[src/sv/bhsp_pkg.sv]
package bhsp_pkg;

    localparam int unsigned ByteW  = 8;
    localparam int unsigned LenW   = 32;
    localparam int unsigned PosW   = 10;
    localparam int unsigned CountW = 8;
    localparam int unsigned SizeW  = 3;
    localparam int unsigned DataW  = 32;
    localparam int unsigned AddrW  = 4;

    localparam logic [ByteW-1:0] StopBit  = 8'h80;
    localparam logic [ByteW-1:0] DataBits = 8'h7F;

    typedef enum logic [1:0] {
        REG_HEADER_MODE     = 2'd0,
        REG_PREFIX_COUNT    = 2'd1,
        REG_SIZE_BYTE_COUNT = 2'd2,
        REG_SUFFIX_COUNT    = 2'd3
    } t_reg_idx;

    typedef enum logic {
        MODE_FIXED    = 1'b0,
        MODE_STOP_BIT = 1'b1
    } t_mode;

    typedef struct packed {
        t_mode              header_mode;
        logic [CountW-1:0]  prefix_count;
        logic [SizeW-1:0]   size_byte_count;
        logic [CountW-1:0]  suffix_count;
    } t_cfg;

endpackage

[src/sv/bhsp_if.sv]
interface bhsp_byte_if;
    logic                       valid;
    logic                       ready;
    logic [bhsp_pkg::ByteW-1:0] header_byte;

    modport source (output valid, output header_byte, input ready);
    modport sink (input valid, input header_byte, output ready);
endinterface

interface bhsp_len_if;
    logic                      valid;
    logic                      ready;
    logic [bhsp_pkg::LenW-1:0] block_length;

    modport source (output valid, output block_length, input ready);
    modport sink (input valid, input block_length, output ready);
endinterface

[src/sv/bhsp_apb_regs.sv]
module bhsp_apb_regs (
    input  logic                       i_clk,
    input  logic                       i_rst_n,
    input  logic                       psel,
    input  logic                       penable,
    input  logic                       pwrite,
    input  logic [bhsp_pkg::AddrW-1:0] paddr,
    input  logic [bhsp_pkg::DataW-1:0] pwdata,
    output logic [bhsp_pkg::DataW-1:0] prdata,
    output logic                       pready,
    output bhsp_pkg::t_cfg             o_cfg
);
    import bhsp_pkg::*;

    t_cfg     r_cfg;
    t_reg_idx reg_idx;
    logic     wr_en;

    assign reg_idx = t_reg_idx'(paddr[AddrW-1:2]);
    assign wr_en   = psel && penable && pwrite;
    assign pready  = 1'b1;
    assign o_cfg   = r_cfg;

    always_ff @(posedge i_clk) begin
        if (!i_rst_n) begin
            r_cfg.header_mode     <= MODE_STOP_BIT;
            r_cfg.prefix_count    <= '0;
            r_cfg.size_byte_count <= SizeW'(4);
            r_cfg.suffix_count    <= '0;
        end else if (wr_en) begin
            unique case (reg_idx)
                REG_HEADER_MODE:     r_cfg.header_mode     <= t_mode'(pwdata[0]);
                REG_PREFIX_COUNT:    r_cfg.prefix_count    <= pwdata[CountW-1:0];
                REG_SIZE_BYTE_COUNT: r_cfg.size_byte_count <= pwdata[SizeW-1:0];
                REG_SUFFIX_COUNT:    r_cfg.suffix_count    <= pwdata[CountW-1:0];
                default:             r_cfg                 <= r_cfg;
            endcase
        end
    end

    always_comb begin
        unique case (reg_idx)
            REG_HEADER_MODE:     prdata = DataW'(r_cfg.header_mode);
            REG_PREFIX_COUNT:    prdata = DataW'(r_cfg.prefix_count);
            REG_SIZE_BYTE_COUNT: prdata = DataW'(r_cfg.size_byte_count);
            REG_SUFFIX_COUNT:    prdata = DataW'(r_cfg.suffix_count);
            default:             prdata = '0;
        endcase
    end

endmodule

[src/sv/bhsp_core.sv]
module bhsp_core (
    input  logic           i_clk,
    input  logic           i_rst_n,
    input  bhsp_pkg::t_cfg i_cfg,
    bhsp_byte_if.sink      i_hdr,
    bhsp_len_if.source     o_len
);
    import bhsp_pkg::*;

    // input register
    logic             r_in_valid;
    logic [ByteW-1:0] r_in_byte;

    // parse state
    logic             r_in_header;
    logic [PosW-1:0]  r_pos;
    logic [LenW-1:0]  r_acc;

    // result register
    logic             r_out_valid;
    logic [LenW-1:0]  r_out_len;

    logic             take;
    logic             stop;
    logic [PosW-1:0]  pos0;
    logic [LenW-1:0]  acc0;
    logic [PosW-1:0]  prefix;
    logic [PosW-1:0]  size_end;
    logic [PosW-1:0]  fix_total;
    logic [PosW-1:0]  stop_total;
    logic [PosW-1:0]  pos_inc;
    logic [PosW-1:0]  n_pos;
    logic [LenW-1:0]  n_acc;
    logic             done;

    assign take        = r_in_valid && (!r_out_valid || o_len.ready);
    assign i_hdr.ready = !r_in_valid || take;

    assign o_len.valid        = r_out_valid;
    assign o_len.block_length = r_out_len;

    assign stop       = (r_in_byte & StopBit) != '0;
    assign pos0       = r_in_header ? r_pos : '0;
    assign acc0       = r_in_header ? r_acc : '0;
    assign prefix     = PosW'(i_cfg.prefix_count);
    assign size_end   = prefix + PosW'(i_cfg.size_byte_count);
    assign fix_total  = size_end + PosW'(i_cfg.suffix_count);
    assign stop_total = prefix + PosW'(1) + PosW'(i_cfg.suffix_count);
    assign pos_inc    = pos0 + PosW'(1);

    always_comb begin
        n_pos = pos0;
        n_acc = acc0;
        done  = 1'b0;
        if (i_cfg.header_mode == MODE_FIXED) begin
            if (pos0 >= prefix && pos0 < size_end) begin
                n_acc = {acc0[LenW-ByteW-1:0], r_in_byte};
            end
            n_pos = pos_inc;
            done  = pos_inc >= fix_total;
        end else begin
            if (pos0 < prefix) begin
                if (stop) begin
                    n_pos = pos_inc;
                end
            end else if (pos0 == prefix) begin
                // seven data bits per byte, old top bits fall off
                n_acc = {acc0[LenW-8:0], r_in_byte[6:0] & DataBits[6:0]};
                if (stop) begin
                    n_pos = pos_inc;
                    done  = i_cfg.suffix_count == '0;
                end
            end else begin
                if (stop) begin
                    n_pos = pos_inc;
                    done  = pos_inc >= stop_total;
                end
            end
        end
    end

    always_ff @(posedge i_clk) begin
        if (!i_rst_n) begin
            r_in_valid  <= 1'b0;
            r_in_header <= 1'b0;
            r_pos       <= '0;
            r_acc       <= '0;
            r_out_valid <= 1'b0;
        end else begin
            if (i_hdr.ready) begin
                r_in_valid <= i_hdr.valid;
            end
            if (take) begin
                r_in_header <= !done;
                r_pos       <= done ? '0 : n_pos;
                r_acc       <= n_acc;
                r_out_valid <= done;
            end else if (o_len.ready) begin
                r_out_valid <= 1'b0;
            end
        end
    end

    always_ff @(posedge i_clk) begin
        if (i_hdr.ready && i_hdr.valid) begin
            r_in_byte <= i_hdr.header_byte;
        end
        if (take && done) begin
            r_out_len <= n_acc;
        end
    end

endmodule

[src/sv/block_header_size_parser.sv]
// block header size parser
// header bytes come in one word at a time on i_hdr (valid/ready); each
// finished header gives one word on o_len carrying the decoded block length.
// mode and counts must be set over the apb port while the parser is idle:
// fixed mode skips prefix bytes, gathers size bytes msb first, skips suffix
// bytes; stop-bit mode counts fields ending in a byte with bit 7 set and
// gathers seven bits from each byte of the size field.
// the parser itself does not enforce the idle rule. one byte is taken every
// cycle while o_len is not stalled; the byte that ends a header passes the
// input register, then its length is held in the result register on o_len.
// the result register and the input register together keep the input side
// running while a result waits; when o_len is stalled and both registers
// are full, i_hdr.ready drops until the result is taken.
// synchronous reset puts the registers to stop-bit mode, no prefix or
// suffix, four size bytes, and drops any partly parsed header.
module block_header_size_parser (
    input  logic                       i_clk,
    input  logic                       i_rst_n,
    bhsp_byte_if.sink                  i_hdr,
    bhsp_len_if.source                 o_len,
    input  logic                       psel,
    input  logic                       penable,
    input  logic                       pwrite,
    input  logic [bhsp_pkg::AddrW-1:0] paddr,
    input  logic [bhsp_pkg::DataW-1:0] pwdata,
    output logic [bhsp_pkg::DataW-1:0] prdata,
    output logic                       pready
);
    import bhsp_pkg::*;

    t_cfg cfg;

    bhsp_apb_regs u_regs (
        .i_clk   (i_clk),
        .i_rst_n (i_rst_n),
        .psel    (psel),
        .penable (penable),
        .pwrite  (pwrite),
        .paddr   (paddr),
        .pwdata  (pwdata),
        .prdata  (prdata),
        .pready  (pready),
        .o_cfg   (cfg)
    );

    bhsp_core u_core (
        .i_clk   (i_clk),
        .i_rst_n (i_rst_n),
        .i_cfg   (cfg),
        .i_hdr   (i_hdr),
        .o_len   (o_len)
    );

endmodule

[src/flat_wrapper.sv]
// flat-port wrapper written by rule: the top's interface ports become plain ports
module block_header_size_parser_flat import bhsp_pkg::*;
  (i_clk, i_rst_n, psel, penable, pwrite, paddr, pwdata, prdata, pready, i_hdr_valid, i_hdr_header_byte, i_hdr_ready, o_len_valid, o_len_block_length, o_len_ready);
  bhsp_byte_if i_hdr_i ();
  bhsp_len_if o_len_i ();
  input  logic i_clk;
  input  logic i_rst_n;
  input  logic psel;
  input  logic penable;
  input  logic pwrite;
  input  logic [bhsp_pkg::AddrW-1:0] paddr;
  input  logic [bhsp_pkg::DataW-1:0] pwdata;
  output logic [bhsp_pkg::DataW-1:0] prdata;
  output logic pready;
  input wire logic [$bits(i_hdr_i.valid)-1:0] i_hdr_valid;
  input wire logic [$bits(i_hdr_i.header_byte)-1:0] i_hdr_header_byte;
  output wire logic [$bits(i_hdr_i.ready)-1:0] i_hdr_ready;
  output wire logic [$bits(o_len_i.valid)-1:0] o_len_valid;
  output wire logic [$bits(o_len_i.block_length)-1:0] o_len_block_length;
  input wire logic [$bits(o_len_i.ready)-1:0] o_len_ready;
  assign i_hdr_i.valid = i_hdr_valid;
  assign i_hdr_i.header_byte = i_hdr_header_byte;
  assign i_hdr_ready = i_hdr_i.ready;
  assign o_len_valid = o_len_i.valid;
  assign o_len_block_length = o_len_i.block_length;
  assign o_len_i.ready = o_len_ready;
  block_header_size_parser u_core (.i_clk(i_clk), .i_rst_n(i_rst_n), .i_hdr(i_hdr_i), .o_len(o_len_i), .psel(psel), .penable(penable), .pwrite(pwrite), .paddr(paddr), .pwdata(pwdata), .prdata(prdata), .pready(pready));
endmodule
[config.mk]
export PLATFORM = sky130hd
export DESIGN_NAME = block_header_size_parser_flat
export DESIGN_NICKNAME = d
export VERILOG_FILES = /design/src/sv/bhsp_pkg.sv /design/src/sv/bhsp_if.sv /design/src/sv/bhsp_apb_regs.sv /design/src/sv/bhsp_core.sv /design/src/sv/block_header_size_parser.sv /design/src/flat_wrapper.sv
export SDC_FILE = /design/constraint.sdc
export NUM_CORES = 1
export LEC_CHECK = 0
export BUFFER_PORTS_ARGS = -buffer_cell sky130_fd_sc_hd__buf_4
export CAP_MARGIN = 20
export CORE_MARGIN = 5
export CORE_UTILIZATION = 40
export CTS_CLUSTER_DIAMETER = 30
export DETAILED_ROUTE_END_ITERATION = 12
export GPL_TIMING_DRIVEN = 0
export MAX_ROUTING_LAYER = met4
export PLACE_DENSITY = 0.65
export SYNTH_ARGS = -nofsm -noshare
export SYNTH_HDL_FRONTEND = slang
export SYNTH_HIERARCHICAL = 1
export SYNTH_SLANG_ARGS = --single-unit
export TNS_END_PERCENT = 5
[constraint.sdc]
create_clock -name i_clk -period 5.2 [get_ports i_clk]
set_input_delay 1.04 -clock i_clk [delete_from_list [all_inputs] [get_ports i_clk]]
set_output_delay 1.04 -clock i_clk [all_outputs]
set_load 0.1 [all_outputs]
* Word-level counts from Yosys, hierarchy flattened
Index checks and enable logic that the tools add are counted.
** Storage, ports and cells
- Output and inout port bits :: 67
- Input bits :: 51
- Word-level logic and storage cells :: 60
- Register bits after elaboration :: 105
** Cells by class
- Add/subtract/negate cells :: 5
- Order comparisons :: 5
- Reduce and logical (&&, ||, !) cells :: 18
- Equality and inequality tests :: 4
- Mux-type cells :: 17
** Operator list (number)
- $mux W32 :: 5
- $pmux W32 S4 :: 1
- $mux W10 :: 4
- $add A9 B8 Y10 :: 2
- $ge A10 B10 Y1 :: 2
- $add A10 B1 Y10 const B :: 1
- $eq A10 B8 Y1 :: 1
- $ge A10 B8 Y1 :: 1
- $lt A10 B8 Y1 :: 1
- $lt A10 B9 Y1 :: 1
- $add A8 B1 Y9 const B :: 1
- $add A8 B3 Y9 :: 1
- $logic_not A8 Y1 :: 1
- $reduce_and A2 Y1 :: 4
- $mux W1 :: 7
- $logic_and A1 B1 Y1 :: 6
- $eq A2 B2 Y1 const B :: 2
- $logic_not A1 Y1 :: 3
- $eq A2 B1 Y1 const B :: 1
- $logic_not A2 Y1 :: 1
- $logic_or A1 B1 Y1 :: 2
- $reduce_bool A2 Y1 :: 1

* Longest topological paths before layout
- Depth in word-level cells :: 8
- Depth in mapped cells :: 18
- Depth with buffers taken out :: 17

* Hierarchy
The synthesis kept the hierarchy.
** Modules (own cells, without submodules)
- bhsp_core :: cells an instance 663, sequential area each 2102.0 um^2, area an instance 6363.6 um^2, instances 1
- bhsp_apb_regs :: cells an instance 126, sequential area each 400.4 um^2, area an instance 1168.6 um^2, instances 1

* Worst setup path after synthesis
OpenSTA, ideal clock, no wires.
- Kind :: register -> register
- Start :: register u_core.u_regs.r_cfg (netlist bit u_core/u_regs/o_cfg[11])
- End :: register u_core.u_core.r_out_len[0] (netlist: u_core/u_core/o_len.block_length[0]) (enable)
- Required time :: 4808 ps
- Clock period less this slack :: 4559 ps
- Library setup time :: 392 ps
- Cell stages (with the launch flop) :: 18
- Path buffers :: 1
- Setup slack :: 641 ps
- Data arrival time :: 4167 ps
- Path through :: dfxtp_1 -> ha_1 -> fa_1 -> a21oi_1 -> nor2_1 -> xnor2_1 -> ha_1 -> or2_2 -> o31a_1 -> o21ai_0 -> xor2_1 -> ha_1 -> nand4_1 -> a211o_1 -> a311oi_1 -> o22a_2 -> buf_6 -> and2_1
** Between the ends
- Cells in the longest elaborated chain, start to end :: 8
- Elaborated cells between the ends (all ways) :: 13
- Those cells by class :: add/sub: 4; order compare: 3; eq/ne: 1; mux: 4; reduce/logical: 1
** Ends and longest elaborated chain
- from (decl) :: line bhsp_apb_regs.sv:15 : t_cfg r_cfg;
- from (signal assigned) :: line bhsp_apb_regs.sv:36 : default: r_cfg <= r_cfg;
- $add A8 B1 Y9 :: line bhsp_core.sv:48 : assign stop_total = prefix + PosW'(1) + PosW'(i_cfg.suffix_count);
- $add A9 B8 Y10 :: line bhsp_core.sv:48
- $ge A10 B10 Y1 :: line bhsp_core.sv:76 : done = pos_inc >= stop_total;
- $mux W1 :: line bhsp_core.sv:74 : if (stop) begin
- $mux W1 :: line bhsp_core.sv:66 : end else if (pos0 == prefix) begin
- $mux W1 :: line bhsp_core.sv:62 : if (pos0 < prefix) begin
- $mux W1 (*) :: line bhsp_core.sv:55 : if (i_cfg.header_mode == MODE_FIXED) begin
- $logic_and A1 B1 Y1 (*) :: line bhsp_core.sv:108 : if (take && done) begin
- to (signal assigned) :: line bhsp_core.sv:109 : r_out_len <= n_acc;
- to (decl) :: line bhsp_core.sv:21 : logic [LenW-1:0] r_out_len;
Every way passes the cells marked *; elsewhere a longest branch is shown, timed or not.
A chain may end at the register's enable or synchronous reset.

* Final worst setup path
- Start :: register u_core.u_regs.r_cfg (netlist bit u_core/u_regs/o_cfg[11])
- End :: register u_core.u_core.r_out_len[27] (netlist: u_core/u_core/o_len.block_length[27]) (enable)
Same word-level chain as after synthesis.

==> results.yml <==
status:
  status: "complete, no violations"
clock_tree:
  cts-root-buf: "clkbuf_16"
  cts_buffers: 9
  tritoncts: "built"
  clk_latency_ps: 350
  cts.clk_slew.worst_paths_ps: 70
  clock-sinks: 105
  postCtsSetupRepairBufs: 0
  cts_max_level: 3
  clockBufferDepth: 2
worst_hold_path:
  hold_class: "reg2reg"
power:
  p_int_mw: 1.444
  pwr-share-clk_pct: 34.5
  leakage_nw: 3.569
  irDropWorstVdd_mv: 0.1661
  switching_share_pct: 31.31
  power_per_cell_area_mw_per_mm2: 240.9
  p_sw_uw: 658.0
  sequentialPowerShare_pct: 43.6
  pwr-share-comb_pct: 21.9
synthesis:
  synth-main-ff-cell: "dfxtp_1"
  yosysTopAreaCell: "dfxtp_1"
  ys_top_cells_by_count: "nand2_1, dfxtp_1, mux2i_1, ha_1, a21oi_1"
  avgSynthCellArea_um2: 9.547
  yosysTopAreaCellShare_pct: 17.28
  netlist_area_mm2: 0.007532
  synthArstFlopShare_pct: 0
  ys.warnings.count: 6
  ys_types: 68
  synthCells: 789
  synthMostInstantiatedCell: "nand2_1"
  synth_area_leaders: "dfxtp_1, edfxtp_1, ha_1"
  synth_edf_count: 40
  seq_area_frac_synth_pct: 33.22
  synth_seq_cells: 105
floorplan:
  rows: 50
  die_h_um: 147.2
  dieArea_mm2: 0.02168
  io_pins: 118
  core_area_mm2: 0.01864
  die_w_um: 147.2
  initial_utilization_pct: 40.40
final_layout:
  drive_above_1_share_pct: 20.92
  fin_nets: 999
  diodes: 0
  syn_to_final_growth_pct: 15.85
  utilization_pct: 46.81
global_route:
  grt_use_met3_pct: 3.331
  grtUsageTotal_pct: 18.53
  use_met2_pct: 28.64
  grt_overflow: 0
  grt_start_max_net_pins: 33
  grt_pass1_vias: 6058
  grt_pass1_wl_um: 31710
  antenna_found_initial: 0
  grt-busiest-layer: "met2"
  use_met1_pct: 25.27
setup_path:
  worst-endpoint-arrival_ps: 4910
  crit_path_start_kind: "register"
  critPathCaptureType: "register"
  required_ps: 5210
  criticalPathCategory: "reg2reg"
  critPathMaxFanout: 16
timing:
  worstMarginPinSlew_ps: 795.5
  slew_viol_final: 0
  setup_viol: 0
  min_period_ps: 4903
  fin_skew_ps: 10.60
  fin_crit_sh_pct: 94.29
  fmax_ghz: 0.2040
  hold_ws_ps: 495.6
  hold_viol: 0
  rsz0062_at_grt: "no"
  slew-limit-headroom_pct: 46.97
placed_design:
  hpwl_um: 15180
  port_buffers: 65
  gp_congestion: 0.8696
route:
  drt_iter0_markers: 530
  wl_per_cell_um: 17.64
  avgViaCountPerCell: 5.483
  dr.pass1.iters: 5
  via_count: 6185
  routed_wl_um: 19900
  drc: 0
  ant_nets: 0
job:
  drv_cap: 0
[power groups by stage]
| stage | logic, mW | clock network [mW] | registers, mW |
|---|---|---|---|
| 6_report | 0.461 | 0.725 | 0.916 |
| 3_5_place_dp | 0.455 | 0 | 0.934 |
| 3_3_place_gp | 0.452 | 0 | 0.933 |
| 4_1_cts | 0.456 | 0.740 | 0.915 |
| 5_1_grt | 0.488 | 0.770 | 0.920 |
| 2_1_floorplan | 0.298 | 0 | 0.990 |
[per-layer routing]
| layer | part of all wire (%) | wire length [µm] |
|---|---|---|
| met1 | 47 | 9255 |
| met2 | 46 | 9111 |
| met3 | 6.4 | 1283 |
| met4 | 1.2 | 245 |
| met5 | 0 | 0 |
[state kept, by name (all words and copies together) (netlist names)]
register	cells
u_core/u_core/o_len.block_length	32
u_core/u_core/o_len.valid	1
u_core/u_core/r_acc	32
u_core/u_core/r_pos	10
u_core/u_core/r_in_byte	8
u_core/u_regs/o_cfg	20
u_core/u_core/r_in_header	1
u_core/u_core/r_in_valid	1
[worst paths after layout]
kind              slack [ps]  cells after the start               startpoint                                   end
hold / removal           500                      2   u_core/u_regs/o_cfg[8]                u_core/u_regs/o_cfg[8]
hold reg to reg          500                      2   u_core/u_regs/o_cfg[8]                u_core/u_regs/o_cfg[8]
setup reg to reg         300                     16  u_core/u_regs/o_cfg[11]  u_core/u_core/o_len.block_length[27]
setup / recovery         300                     16  u_core/u_regs/o_cfg[11]  u_core/u_core/o_len.block_length[27]
[worst max-delay path: stages (launching register included)]
cell,delay (ps)
dfxtp_1,390
ha_1,250
fa_1,400
a21oi_1,250
nand2b_1,160
xnor2_1,120
ha_1,300
a21boi_0,380
o21ai_0,190
xor2_1,170
ha_1,300
nand4_1,130
a211o_1,330
a311oi_1,270
o22a_2,270
buf_6,190
and2_2,450
[layout make-up]
| type | instances | area [µm²] |
|---|---|---|
| clock inverters | 3 | 43.79 |
| clock buffers | 13 | 271.5 |
| fillers | 1803 | 9917 |
| plain buffers | 72 | 424.2 |
| inverters | 36 | 135.1 |
| repair buffers | 65 | 488.0 |
| well taps | 234 | 292.8 |
| multi-input cells | 600 | 4568 |
| flip-flops and latches | 105 | 2502 |
[layout by cell type (no fill, tap or decap), types with 9 or more instances in the layout]
cell type	synthesis	layout
xor2_1	10	10
conb_1	2	25
mux2_2	37	37
ha_1	56	56
xnor2_1	23	23
nand3_1	16	16
o21ai_0	40	40
a31oi_1	10	10
o221ai_1	9	9
o21a_1	25	25
clkbuf_1	30	31
a21oi_1	41	41
nor2b_1	17	17
inv_1	36	36
mux2i_1	59	59
nor2_1	28	28
buf_4	28	93
edfxtp_1	40	40
dfxtp_1	65	65
clkbuf_16	0	10
nand2_1	79	79
and2_1	15	14
a221oi_1	17	17
[cell families (layout without fill, tap and decap cells)]
family          after synthesis  count (layout)  synth area share, %
mux                         100             100                14.17
other cells                   2              25              0.09970
buf+inv                     108             189                7.409
fa+ha+maj                    59              59                10.10
xor+xnor                     33              33                3.837
flops                       105             105                33.22
compound gates              189             189                18.52
simple gates                193             194                12.64
[metrics by stage]
step / area (µm²) / power [mW] / setup TNS (ps) / std cells / setup slack (ps)
final: 8726 / 2.102 / 0 / 1128 / 296.9
after global routing: 8726 / 2.177 / 0 / 1128 / 12.26
after CTS: 8716 / 2.112 / 0 / 1127 / 2.201
after detailed placement: 8401 / 1.389 / 0 / 1111 / 9.913
after global placement: 8399 / 1.386 / -16180 / 1111 / -506.8
after floorplan: 7619 / 1.289 / 0 / 812 / 640.7
[repair_timing]
item / in CTS / in global routing
resized for setup: 0 / 3
endpoints found under the setup margin: 0 / 32
hold buffers: 0 / 0
Power figures use the tool's default switching activity.
